==> src/hw/rtl/bezier_curve_sampler_assert.svh <==
// assertion helpers for the curve sampler, clocked on aclk and off during reset
`ifndef BEZIER_CURVE_SAMPLER_ASSERT_SVH
`define BEZIER_CURVE_SAMPLER_ASSERT_SVH

// same-cycle implication
`define BCS_ASSERT_NOW(label, ante, cons, msg) \
    label: assert property (@(posedge aclk) disable iff (!aresetn) (ante) |-> (cons)) \
        else $error(msg);

// next-cycle implication
`define BCS_ASSERT_NEXT(label, ante, cons, msg) \
    label: assert property (@(posedge aclk) disable iff (!aresetn) (ante) |=> (cons)) \
        else $error(msg);

`endif

==> src/hw/rtl/bcs_pkg.sv <==
package bcs_pkg;

    // field widths
    localparam int COORD_W     = 16;
    localparam int CC_W        = 3;
    localparam int CFG_W       = 7;
    localparam int IDX_OUT_W   = 6;
    localparam int IN_DATA_W   = 10 * COORD_W;
    localparam int OUT_DATA_W  = 40;

    // datapath widths
    localparam int COEF_W      = 22;
    localparam int ACC_W       = 40;
    localparam int PART_W      = ACC_W / 2;
    localparam int T_W         = 16;
    localparam int PROD_W      = PART_W + 1 + T_W + 1;
    localparam int LO_PROD_W   = PART_W + T_W;
    localparam int FRAC_SHIFT  = 16;
    localparam int DIV_STEPS   = T_W + 1;

    // control codes and reset values
    localparam logic [CC_W-1:0]  CC_CUBIC         = 3'd4;
    localparam logic [CC_W-1:0]  CC_QUARTIC       = 3'd5;
    localparam logic [CFG_W-1:0] SAMPLE_COUNT_RST = 7'd64;

    typedef logic signed [COORD_W-1:0] coord_t;
    typedef logic signed [COEF_W-1:0]  coef_t;
    typedef coef_t [4:0]               coef_vec_t;
    typedef logic signed [ACC_W-1:0]   acc_t;

    typedef enum logic [2:0] {
        ST_IDLE,
        ST_DIV,
        ST_LOAD,
        ST_MUL_LO,
        ST_MUL_HI,
        ST_ACCUM,
        ST_FIN
    } state_t;

    // strobes from the sequencer to the shared step unit
    typedef struct packed {
        logic load;
        logic mul_lo;
        logic mul_hi;
        logic accum;
    } step_ctl_t;

    // power-basis coefficients of one coordinate, exact integers in Q8.8
    function automatic coef_vec_t bcs_coefs(input coord_t p0, input coord_t p1,
                                            input coord_t p2, input coord_t p3,
                                            input coord_t p4, input logic quartic);
        coef_t     a0, a1, a2, a3, a4;
        coef_t     d1, s2, s3;
        coef_vec_t c;
        a0 = coef_t'(p0);
        a1 = coef_t'(p1);
        a2 = coef_t'(p2);
        a3 = coef_t'(p3);
        a4 = coef_t'(p4);
        d1 = a1 - a0;
        s2 = a0 - (a1 <<< 1) + a2;
        s3 = (a3 - a0) + (a1 <<< 1) + a1 - (a2 <<< 1) - a2;
        c[0] = a0;
        if (quartic) begin
            c[1] = d1 <<< 2;
            c[2] = (s2 <<< 2) + (s2 <<< 1);
            c[3] = s3 <<< 2;
            c[4] = a0 + a4 - (a1 <<< 2) + (a2 <<< 2) + (a2 <<< 1) - (a3 <<< 2);
        end else begin
            c[1] = (d1 <<< 1) + d1;
            c[2] = (s2 <<< 1) + s2;
            c[3] = s3;
            c[4] = '0;
        end
        return c;
    endfunction

endpackage

==> src/hw/rtl/bezier_curve_sampler.sv <==
// Cubic or quartic Bezier sampler. Each input word carries five 2-D control points in
// Q8.8 (p4 only matters for quartic) and a control count in tuser: 4 selects a cubic,
// 5 a quartic curve, any other count is dropped with no output. For each word the block
// emits N output words, point i at t = i/N, with its index, saturated Q8.8 x and y, and
// tlast on the final point; N is the sample_count register (0 reads as 1, values above
// MAX_SAMPLES read as MAX_SAMPLES), written through cfg_wr_en/cfg_wr_data: the user must
// write it only while idle; the block does not enforce this. All arithmetic runs through
// one shared 21x17 multiplier doing Horner steps, each a MUL_LO, MUL_HI and ACCUM step.
// A word gets the reciprocal of N from a bit-serial divider, then x and y Horner steps per
// point, which the output side can stall. The input is not ready while a word is in progress.
`include "bezier_curve_sampler_assert.svh"

module bezier_curve_sampler
    import bcs_pkg::*;
#(
    parameter int MAX_SAMPLES = 64
) (
    input  logic                  aclk,
    input  logic                  aresetn,

    input  logic                  cfg_wr_en,
    input  logic [CFG_W-1:0]      cfg_wr_data,

    input  logic                  s_axis_tvalid,
    output logic                  s_axis_tready,
    // p0_x, p0_y, p1_x, p1_y, p2_x, p2_y, p3_x, p3_y, p4_x, p4_y
    input  logic [IN_DATA_W-1:0]  s_axis_tdata,
    // control_count
    input  logic [CC_W-1:0]       s_axis_tuser,

    output logic                  m_axis_tvalid,
    input  logic                  m_axis_tready,
    // point_index, curve_x, curve_y, zero pad
    output logic [OUT_DATA_W-1:0] m_axis_tdata,
    output logic                  m_axis_tlast
);

    localparam int NW    = $clog2(MAX_SAMPLES + 1);
    localparam int IDX_W = $clog2(MAX_SAMPLES);

    state_t               state_reg, state_next;
    logic [CFG_W-1:0]     cnt_reg;
    logic [NW-1:0]        n_reg, n_eff;
    logic                 quartic_reg;
    coef_vec_t            cx_reg, cy_reg;

    logic [4:0]           div_cnt_reg;
    logic [NW-1:0]        rem_reg;
    logic [T_W:0]         q_reg;
    logic [NW:0]          rem_sh;
    logic                 div_ge;

    logic [IDX_W-1:0]     idx_reg;
    logic [T_W:0]         t_reg, t_next;
    logic [NW-1:0]        r_reg, r_next;
    logic [NW:0]          r_sum;
    logic                 r_wrap;
    logic                 coord_reg;
    logic [2:0]           k_reg, k_sel, deg;
    coord_t               x_res_reg;

    logic                 m_valid_reg;
    logic [IDX_OUT_W-1:0] m_idx_reg;
    coord_t               m_x_reg, m_y_reg;
    logic                 m_last_reg;

    logic                 cc_ok, s_fire, out_free, is_last, emit;
    step_ctl_t            ctl;
    coef_t                coef_sel;
    coord_t               res;

    // config register
    always_ff @(posedge aclk) begin
        if (!aresetn) begin
            cnt_reg <= SAMPLE_COUNT_RST;
        end else if (cfg_wr_en) begin
            cnt_reg <= cfg_wr_data;
        end
    end

    // effective sample count
    always_comb begin
        if (cnt_reg == '0) begin
            n_eff = NW'(1);
        end else if (cnt_reg > CFG_W'(MAX_SAMPLES)) begin
            n_eff = NW'(MAX_SAMPLES);
        end else begin
            n_eff = cnt_reg[NW-1:0];
        end
    end

    assign cc_ok    = (s_axis_tuser == CC_CUBIC) || (s_axis_tuser == CC_QUARTIC);
    assign s_fire   = s_axis_tvalid && s_axis_tready;
    assign out_free = !m_valid_reg || m_axis_tready;
    assign is_last  = NW'(idx_reg) == n_reg - NW'(1);
    assign deg      = quartic_reg ? 3'd4 : 3'd3;

    // restoring division of 2^16 by N, one quotient bit a cycle
    assign rem_sh = {rem_reg, div_cnt_reg == '0};
    assign div_ge = rem_sh >= {1'b0, n_reg};

    // t = floor(i * 2^16 / N) stepped by quotient and remainder
    assign r_sum  = {1'b0, r_reg} + {1'b0, rem_reg};
    assign r_wrap = r_sum >= {1'b0, n_reg};
    assign r_next = r_wrap ? NW'(r_sum - {1'b0, n_reg}) : r_sum[NW-1:0];
    assign t_next = t_reg + q_reg + (T_W+1)'(r_wrap);

    // next state and strobes
    always_comb begin
        state_next    = state_reg;
        emit          = 1'b0;
        s_axis_tready = 1'b0;
        ctl           = '0;
        unique case (state_reg)
            ST_IDLE: begin
                s_axis_tready = 1'b1;
                if (s_axis_tvalid && cc_ok) begin
                    state_next = ST_DIV;
                end
            end
            ST_DIV: begin
                if (div_cnt_reg == 5'(DIV_STEPS - 1)) begin
                    state_next = ST_LOAD;
                end
            end
            ST_LOAD: begin
                ctl.load   = 1'b1;
                state_next = ST_MUL_LO;
            end
            ST_MUL_LO: begin
                ctl.mul_lo = 1'b1;
                state_next = ST_MUL_HI;
            end
            ST_MUL_HI: begin
                ctl.mul_hi = 1'b1;
                state_next = ST_ACCUM;
            end
            ST_ACCUM: begin
                ctl.accum  = 1'b1;
                state_next = (k_reg == '0) ? ST_FIN : ST_MUL_LO;
            end
            ST_FIN: begin
                if (!coord_reg) begin
                    state_next = ST_LOAD;
                end else if (out_free) begin
                    emit       = 1'b1;
                    state_next = is_last ? ST_IDLE : ST_LOAD;
                end
            end
            default: begin
                state_next = ST_IDLE;
            end
        endcase
    end

    always_ff @(posedge aclk) begin
        if (!aresetn) begin
            state_reg <= ST_IDLE;
        end else begin
            state_reg <= state_next;
        end
    end

    // coefficient for the current horner step
    assign k_sel    = (state_reg == ST_LOAD) ? deg : k_reg;
    assign coef_sel = coord_reg ? cy_reg[k_sel] : cx_reg[k_sel];

    // sequencer datapath
    always_ff @(posedge aclk) begin
        unique case (state_reg)
            ST_IDLE: begin
                if (s_fire && cc_ok) begin
                    cx_reg      <= bcs_coefs(s_axis_tdata[15:0],    s_axis_tdata[47:32],
                                             s_axis_tdata[79:64],   s_axis_tdata[111:96],
                                             s_axis_tdata[143:128],
                                             s_axis_tuser == CC_QUARTIC);
                    cy_reg      <= bcs_coefs(s_axis_tdata[31:16],   s_axis_tdata[63:48],
                                             s_axis_tdata[95:80],   s_axis_tdata[127:112],
                                             s_axis_tdata[159:144],
                                             s_axis_tuser == CC_QUARTIC);
                    quartic_reg <= s_axis_tuser == CC_QUARTIC;
                    n_reg       <= n_eff;
                    rem_reg     <= '0;
                    q_reg       <= '0;
                    div_cnt_reg <= '0;
                end
            end
            ST_DIV: begin
                rem_reg     <= div_ge ? NW'(rem_sh - {1'b0, n_reg}) : rem_sh[NW-1:0];
                q_reg       <= {q_reg[T_W-1:0], div_ge};
                div_cnt_reg <= div_cnt_reg + 5'd1;
                idx_reg     <= '0;
                t_reg       <= '0;
                r_reg       <= '0;
                coord_reg   <= 1'b0;
            end
            ST_LOAD: begin
                k_reg <= deg - 3'd1;
            end
            ST_ACCUM: begin
                if (k_reg != '0) begin
                    k_reg <= k_reg - 3'd1;
                end
            end
            ST_FIN: begin
                if (!coord_reg) begin
                    x_res_reg <= res;
                    coord_reg <= 1'b1;
                end else if (emit) begin
                    idx_reg   <= idx_reg + IDX_W'(1);
                    t_reg     <= t_next;
                    r_reg     <= r_next;
                    coord_reg <= 1'b0;
                end
            end
            default: begin
            end
        endcase
    end

    // shared multiply-accumulate unit
    bcs_step_unit u_step (
        .aclk (aclk),
        .ctl  (ctl),
        .coef (coef_sel),
        .t    (t_reg[T_W-1:0]),
        .res  (res)
    );

    // output register
    always_ff @(posedge aclk) begin
        if (!aresetn) begin
            m_valid_reg <= 1'b0;
        end else if (emit) begin
            m_valid_reg <= 1'b1;
        end else if (m_axis_tready) begin
            m_valid_reg <= 1'b0;
        end
    end

    always_ff @(posedge aclk) begin
        if (emit) begin
            m_idx_reg  <= IDX_OUT_W'(idx_reg);
            m_x_reg    <= x_res_reg;
            m_y_reg    <= res;
            m_last_reg <= is_last;
        end
    end

    assign m_axis_tvalid = m_valid_reg;
    assign m_axis_tdata  = {2'b00, m_y_reg, m_x_reg, m_idx_reg};
    assign m_axis_tlast  = m_last_reg;

    // checks
    `BCS_ASSERT_NOW(a_rem_below_n, (state_reg != ST_IDLE && state_reg != ST_DIV), (r_reg < n_reg && rem_reg < n_reg), "sample phase remainder not below sample count")
    `BCS_ASSERT_NOW(a_t_below_one, state_reg == ST_LOAD, !t_reg[T_W], "sample position reached one")
    `BCS_ASSERT_NOW(a_horner_depth, state_reg == ST_MUL_LO, k_reg < deg, "horner step beyond curve degree")
    `BCS_ASSERT_NEXT(a_bad_word_dropped, (s_fire && !cc_ok), s_axis_tready, "word with bad control count started a run")

endmodule

==> src/hw/rtl/bcs_step_unit.sv <==
module bcs_step_unit
    import bcs_pkg::*;
(
    input  logic             aclk,
    input  step_ctl_t        ctl,
    input  coef_t            coef,
    input  logic [T_W-1:0]   t,
    output coord_t           res
);

    logic signed [PART_W:0]     op_a;
    logic signed [T_W:0]        op_b;
    logic signed [PROD_W-1:0]   mul_reg;
    logic [PART_W:0]            lowsh_reg;
    logic [LO_PROD_W:0]         low_sum;
    acc_t                       acc_reg;
    acc_t                       acc_rnd;
    logic signed [ACC_W-FRAC_SHIFT-1:0] q_val;
    logic                       q_ovf;

    // low half of the accumulator is unsigned, high half carries the sign
    assign op_a = ctl.mul_lo ? {1'b0, acc_reg[PART_W-1:0]}
                             : {acc_reg[ACC_W-1], acc_reg[ACC_W-1:PART_W]};
    assign op_b = {1'b0, t};

    // low partial product rounded at bit 16
    assign low_sum = {1'b0, mul_reg[LO_PROD_W-1:0]} + (LO_PROD_W+1)'(1 << (FRAC_SHIFT - 1));

    // shared multiplier, one partial product per cycle while mul_lo or mul_hi is set
    always_ff @(posedge aclk) begin
        if (ctl.mul_lo || ctl.mul_hi) begin
            mul_reg <= op_a * op_b;
        end
        if (ctl.mul_hi) begin
            lowsh_reg <= low_sum[LO_PROD_W:FRAC_SHIFT];
        end
    end

    // horner accumulator: acc = c << 16 + round(acc * t / 2^16)
    always_ff @(posedge aclk) begin
        if (ctl.load) begin
            acc_reg <= acc_t'(coef) <<< FRAC_SHIFT;
        end else if (ctl.accum) begin
            acc_reg <= (acc_t'(coef) <<< FRAC_SHIFT)
                     + (acc_t'(mul_reg) <<< (PART_W - FRAC_SHIFT))
                     + acc_t'(lowsh_reg);
        end
    end

    // back to Q8.8 with rounding, then saturate
    assign acc_rnd = acc_reg + acc_t'(1 << (FRAC_SHIFT - 1));
    assign q_val   = acc_rnd[ACC_W-1:FRAC_SHIFT];
    assign q_ovf   = !((&q_val[ACC_W-FRAC_SHIFT-1:COORD_W-1])
                    || !(|q_val[ACC_W-FRAC_SHIFT-1:COORD_W-1]));

    always_comb begin
        if (!q_ovf) begin
            res = q_val[COORD_W-1:0];
        end else if (q_val[ACC_W-FRAC_SHIFT-1]) begin
            res = {1'b1, {(COORD_W-1){1'b0}}};
        end else begin
            res = {1'b0, {(COORD_W-1){1'b1}}};
        end
    end

endmodule
==> config.mk <==
export PLATFORM = sky130hd
export DESIGN_NAME = bezier_curve_sampler
export DESIGN_NICKNAME = d
export VERILOG_FILES = /design/src/hw/rtl/bcs_pkg.sv /design/src/hw/rtl/bezier_curve_sampler.sv /design/src/hw/rtl/bcs_step_unit.sv
export VERILOG_INCLUDE_DIRS = /design/src /design/src/hw/rtl
export SDC_FILE = /design/constraint.sdc
export NUM_CORES = 2
export LEC_CHECK = 0
export ABC_CLOCK_PERIOD_IN_PS = 17700
export BUFFER_PORTS_ARGS = -buffer_cell sky130_fd_sc_hd__buf_2
export CAP_MARGIN = 20
export CORE_MARGIN = 2
export CORE_UTILIZATION = 65
export CTS_BUF_LIST = sky130_fd_sc_hd__clkbuf_4
export CTS_CLUSTER_SIZE = 30
export DETAILED_ROUTE_END_ITERATION = 10
export HOLD_SLACK_MARGIN = 0.15
export PLACE_DENSITY = 0.83
export RECOVER_POWER = 100
export SETUP_SLACK_MARGIN = 0.3
export SLEW_MARGIN = 25
export SYNTH_ARGS = -nofsm -noshare
export SYNTH_HDL_FRONTEND = slang
export SYNTH_HIERARCHICAL = 1
export SYNTH_SLANG_ARGS = --single-unit
==> constraint.sdc <==
create_clock -name aclk -period 17.7 [get_ports aclk]
set_clock_uncertainty 0.15 [all_clocks]
set_input_delay 2.655 -clock aclk [delete_from_list [all_inputs] [get_ports aclk]]
set_output_delay 2.655 -clock aclk [all_outputs]
set_load 0.01 [all_outputs]
# After elaboration in Yosys (flattened, before gate mapping)
# Cells that the tools add are included.
[totals] regBits=442 inputBits=175 out_inout_bits=43 word_cells=188
[op_classes] add_sub_neg=46 mul=1 order_cmp=4 n_eq_ne=17 muxes=54 bitwise=1 reduce_logical=28
[ops] op="binary-select mux 22 bit (select 3 bit)" count=2
[ops] op="two-way mux 66 bit" count=2
[ops] op="two-way mux 40 bit" count=2
[ops] op="adder 18 x 16 -> 19 bit" count=4
[ops] op="one-hot mux 17 bit (2 select lines)" count=2
[ops] op="subtractor 16 x 16 -> 17 bit" count=4
[ops] op="two-way mux 22 bit" count=3
[ops] op="two-way mux 17 bit" count=3
[ops] op="adder 21 x 20 -> 22 bit" count=2
[ops] op="subtractor 21 x 18 -> 22 bit" count=2
[ops] op="adder 20 x 17 -> 21 bit" count=2
[ops] op="adder 20 x 19 -> 21 bit" count=2
[ops] op="two-way mux 7 bit" count=6
[ops] op="subtractor 20 x 16 -> 21 bit" count=2
[ops] op="adder 19 x 18 -> 20 bit" count=2
[ops] op="adder 38 x 40 -> 40 bit" count=1
[ops] op="adder 40 x 17 -> 40 bit (second input constant)" count=1
[ops] op="adder 40 x 22 -> 40 bit" count=1
[ops] op="subtractor 19 x 17 -> 20 bit" count=2
[ops] op="adder 18 x 17 -> 19 bit" count=2
[ops] op="subtractor 17 x 18 -> 19 bit" count=2
[ops] op="adder 36 x 16 -> 37 bit (second input constant)" count=1
[ops] op="adder 17 x 17 -> 18 bit" count=2
[ops] op="multiplier 21 x 17 -> 36 bit" count=1
[ops] op="other kinds (47)" count=98

# Logic depth before layout (Yosys ltp)
[logic_depth] word_depth=9 ltp_mapped=29 mapped_depth_nobuf=27

# By module
# Netlist, hierarchy kept.
[by_module_without_submodules] module="bezier_curve_sampler" n_inst=1 cells_per_inst=3200 area_per_inst_um2=32416.1 seq_area_each_um2=10009.6
[by_module_without_submodules] module="bcs_step_unit" n_inst=1 cells_per_inst=2040 area_per_inst_um2=18799.3 seq_area_each_um2=2752.6

# Worst setup path before layout
# No wires, ideal clock.
[synth_timing] kind="input to register" from="in s_axis_tuser[2]" to="reg div_cnt_reg[0] (enable)" setup_time_ps=373 arrival_time_ps=8856 required_time_ps=17177 path_slack_ps=8321 cell_stages=3 path_buffers=0 cell_sequence="nor2b_1 and3_1 or2_2"
[synth_between] elab_chain_cells=5
[synth_rtl] item="start, declared" line="bezier_curve_sampler.sv:29" rtl="input logic [CC_W-1:0] s_axis_tuser,"
[synth_rtl] item="equality test 3 bit" line="bezier_curve_sampler.sv:92" rtl="assign cc_ok = (s_axis_tuser == CC_CUBIC) || (s_axis_tuser == CC_QUARTIC);"
[synth_rtl] item="logical OR 1 bit *" line="bezier_curve_sampler.sv:92"
[synth_rtl] item="logical AND 1 bit *" line="bezier_curve_sampler.sv:172" rtl="if (s_fire && cc_ok) begin"
[synth_rtl] item="inequality test 2 bit (no line) *"
[synth_rtl] item="AND reduction 2 bit (no line) *"
[synth_rtl] item="end signal, assigned" line="bezier_curve_sampler.sv:191" rtl="div_cnt_reg <= div_cnt_reg + 5'd1;"
[synth_rtl] item="end, declared" line="bezier_curve_sampler.sv:47" rtl="logic [4:0] div_cnt_reg;"
# Mark *: on every way between the ends. The rest lies on a longest branch, timed or not.
# A chain may end at the register's enable or synchronous reset.

# Worst setup path in the final report
[layout_timing] from="reg state_reg[1]" to="reg u_step.acc_reg[39] (data pin)"
[layout_between] elab_chain_cells=9
[layout_rtl] item="start, declared" line="bezier_curve_sampler.sv:41" rtl="state_t state_reg, state_next;"
[layout_rtl] item="start signal, assigned" line="bezier_curve_sampler.sv:160" rtl="state_reg <= state_next;"
[layout_rtl] item="equality test 3 x 2 -> 1 bit *" line="bezier_curve_sampler.sv:165" rtl="assign k_sel = (state_reg == ST_LOAD) ? deg : k_reg;"
[layout_rtl] item="two-way mux 3 bit *" line="bezier_curve_sampler.sv:165"
[layout_rtl] item="binary-select mux 22 bit (select 3 bit)" line="bezier_curve_sampler.sv:166" rtl="assign coef_sel = coord_reg ? cy_reg[k_sel] : cx_reg[k_sel];"
[layout_rtl] item="two-way mux 22 bit (implied by the code)" line="bezier_curve_sampler.sv:166"
[layout_rtl] item="two-way mux 22 bit *" line="bezier_curve_sampler.sv:166"
[layout_rtl] item="named net coef_sel[2]" line="bezier_curve_sampler.sv:69" rtl="coef_t coef_sel;"
[layout_rtl] item="adder 38 x 40 -> 40 bit *" line="bcs_step_unit.sv:45" rtl="+ (acc_t'(mul_reg) <<< (PART_W - FRAC_SHIFT))"
[layout_rtl] item="adder 40 x 22 -> 40 bit *" line="bcs_step_unit.sv:46" rtl="+ acc_t'(lowsh_reg);"
[layout_rtl] item="two-way mux 40 bit *" line="bcs_step_unit.sv:43" rtl="end else if (ctl.accum) begin"
[layout_rtl] item="two-way mux 40 bit *" line="bcs_step_unit.sv:41" rtl="if (ctl.load) begin"
[layout_rtl] item="end signal, assigned" line="bcs_step_unit.sv:42" rtl="acc_reg <= acc_t'(coef) <<< FRAC_SHIFT;"
[layout_rtl] item="end signal, assigned" line="bcs_step_unit.sv:44" rtl="acc_reg <= (acc_t'(coef) <<< FRAC_SHIFT)"
[layout_rtl] item="end, declared" line="bcs_step_unit.sv:16" rtl="acc_t acc_reg;"
# Mark *: on every way through the listed nets, which the timed path passes. The rest lies on a longest branch. The select of a mux whose other input is x is not followed.

==> impl_metrics.tcl <==
set metrics [dict create \
    synth_edf_count 407 \
    cts_root_buf "clkbuf_4" \
    routabilityCongestion 0.982 \
    synth_area_leader_cell "fa_1" \
    slew_headroom_pct -562 \
    worst_path_max_delay_cell "clkbuf_1" \
    drt-total-wl_mm 133 \
    path_delay_family "buffers and inverters" \
    core_um2 77700 \
    cp.depth 20 \
    finalSetupViolations 0 \
    cts_tree "yes" \
    crit_path_start_kind "flop" \
    yosysSeqAreaShare_pct 24.9 \
    vias 38500 \
    final_common_cell "inv_1" \
    grt_pass1_wl_mm 211 \
    die_area_um2 81100 \
    io_buffers 215 \
    cp-startpoint "state_reg[1]" \
    row_count 102 \
    critPathBufInv 2 \
    drc_errors 0 \
    critPathMaxFanout 48 \
    place_hpwl_mm 107 \
    rsz0062_at_grt "false" \
    yosysUniqueCellTypes 99 \
    syn_to_final_growth_pct 6.57 \
    required_ns 18.27 \
    fin_crit_ns 11.76 \
    r2r-end "u_step/acc_reg[39]" \
    cts.sinks 434 \
    clk_latency_ns 0.98 \
    antenna_left 0 \
    antenna_found_initial 8 \
    whs_ns 0.270 \
    viasPerCell 5.84 \
    ys.flop_type "edfxtp_1" \
    crit_end "u_step/acc_reg[39]" \
    violations "capacitance limit, slew limit" \
    drt_iter0_drc 3109 \
    arrival_ns 12.32 \
    htreeDepth 3 \
    cp-end-kind "flop" \
    mostFrequentLayoutCells "1007 x inv_1, 631 x fa_1, 457 x nand2_1, 432 x ha_1, 407 x edfxtp_1" \
    start_util_pct 65.9 \
    ctsHoldBuffers 0 \
    finalNetCount 6700 \
    gr-total-overflow 0 \
    yosysWarnings 6 \
    cts_made_buffers 114 \
    drive_gt1_share_pct 8.31 \
    dieWidth_um 285 \
    syn_area_um2 51200 \
    cp_slowest_stage_delay_ns 2.53 \
    fin_crit_sh_pct 66.4 \
    rr_worst_depth 20 \
    grt_use_total_pct 33.3 \
    ff2ff_setup_slack_ns 5.94 \
    tightestPinTransition_ns 9.93 \
    async_flop_share_pct 0 \
    worstPathCellList "nor2b_1 -> nor2b_4 -> clkbuf_1 -> nand2_1 -> o21ai_4 -> clkbuf_1 -> and2_0 -> nand3_1 -> o21ai_0 -> fa_1 -> ha_1 -> a21oi_1 -> o21ai_0 -> a21oi_1 -> a31oi_1 -> o41ai_1 -> a21boi_0 -> mux2i_1 -> o41ai_1 -> nand3_1" \
    cts.path.max_buffers 3 \
    syn_inst 5240 \
    grt_pass1_vias 39300 \
    clkTransAtPathRegs_ns 0.08 \
    avgRoutedWirePerCell_um 20.1 \
    timing_worst_setup_path_type "reg -> reg" \
    tns_ns 0 \
    reg2reg_from "state_reg[1]" \
    grt_start_max_net_pins 182 \
    drv_slew 763 \
    avgSynthCellArea_um2 9.77 \
    ys_seq_elements 434 \
    synth_area_leaders "fa_1 25%, edfxtp_1 24%, ha_1 11%" \
    ctsResizeCount 0 \
    fmax_mhz 85.1 \
    num_io_pins 218 \
    maxCapViolCount 15 \
    fillCellCount 5814 \
    hp-class "reg -> reg" \
    dr.pass1.iters 6 \
    post_cts_buffers 0 \
    synth_top_area_share_pct 24.7 \
    status "finished, violations left" \
    hold_viol 0 \
    die_h_um 285 \
]
[per-stage QoR]
step	util (%)	cell area, um^2	setup slack, ns	std cells
global route	70.2	54600	5.13	6590
detailed placement	68.6	53300	9.85	6386
floorplan	-	51200	8.32	5241
global placement	68.6	53300	9.93	6386
finish	70.2	54600	5.94	6595
CTS	70.5	54800	9.75	6588
[cell usage after synthesis, types with 31 or more instances]
master,instances
mux2_2,42
fa_1,631
o21ai_0,196
and3_1,38
edfxtp_1,407
xnor2_1,206
o21bai_1,35
nand3_1,86
a211oi_1,31
mux2i_1,60
a21oi_1,249
ha_1,432
nor3_1,70
nand2_1,458
clkbuf_1,123
and2_1,186
o21a_1,33
inv_1,1008
nand2b_1,32
mux4_2,33
xor2_1,103
nor2_1,300
a21o_1,69
nor2b_1,59
[layout make-up]
type	instances	area [um^2]	area share (%)
multi-input cells	3658	34100	62.4
flip-flops and latches	434	12800	23.4
inverters	1008	3780	6.93
well taps	1040	1300	2.38
clock buffers	160	1200	2.20
repair buffers	246	1160	2.13
clock inverters	42	268	0.491
diodes	7	17.5	0.0321
[cells by family after synthesis]
| kind of cell | after synthesis | synth area share [%] |
|---|---|---|
| AO/OA/AOI/OAI | 823 | 10.2 |
| XOR/XNOR | 311 | 5.35 |
| adder cells (fa/ha/maj) | 1064 | 35.2 |
| buffers and inverters | 1149 | 8.49 |
| flip-flops | 434 | 24.9 |
| multiplexers | 135 | 3.55 |
| other | 1 | 0.00732 |
| AND/OR/NAND/NOR | 1323 | 12.3 |
[routing by layer]
metal	up-vias	track usage, %	part of all wire [%]
met5	-	0	0.051
met4	8	14.9	5.2
met3	402	5.34	8.3
met2	1769	55.4	48
met1	18600	43.2	39
li1	17700	-	-
[worst min-delay path by stage]
stage / cells past startpoint / end / slack [ns] / start
6_report: 0 / m_x_reg[15] / 0.27 / x_res_reg[15]
2_1_floorplan: 0 / m_x_reg[0] / 0.25 / x_res_reg[0]
5_1_grt: 0 / m_x_reg[8] / 0.22 / x_res_reg[8]
4_1_cts: 0 / m_x_reg[8] / 0.22 / x_res_reg[8]
3_3_place_gp: 0 / m_x_reg[12] / 0.25 / x_res_reg[12]
3_5_place_dp: 0 / m_x_reg[10] / 0.25 / x_res_reg[10]
Power is left out: the tool's default activity adds up to more than one toggle a clock period on the data nets, which glitch-free logic cannot reach.
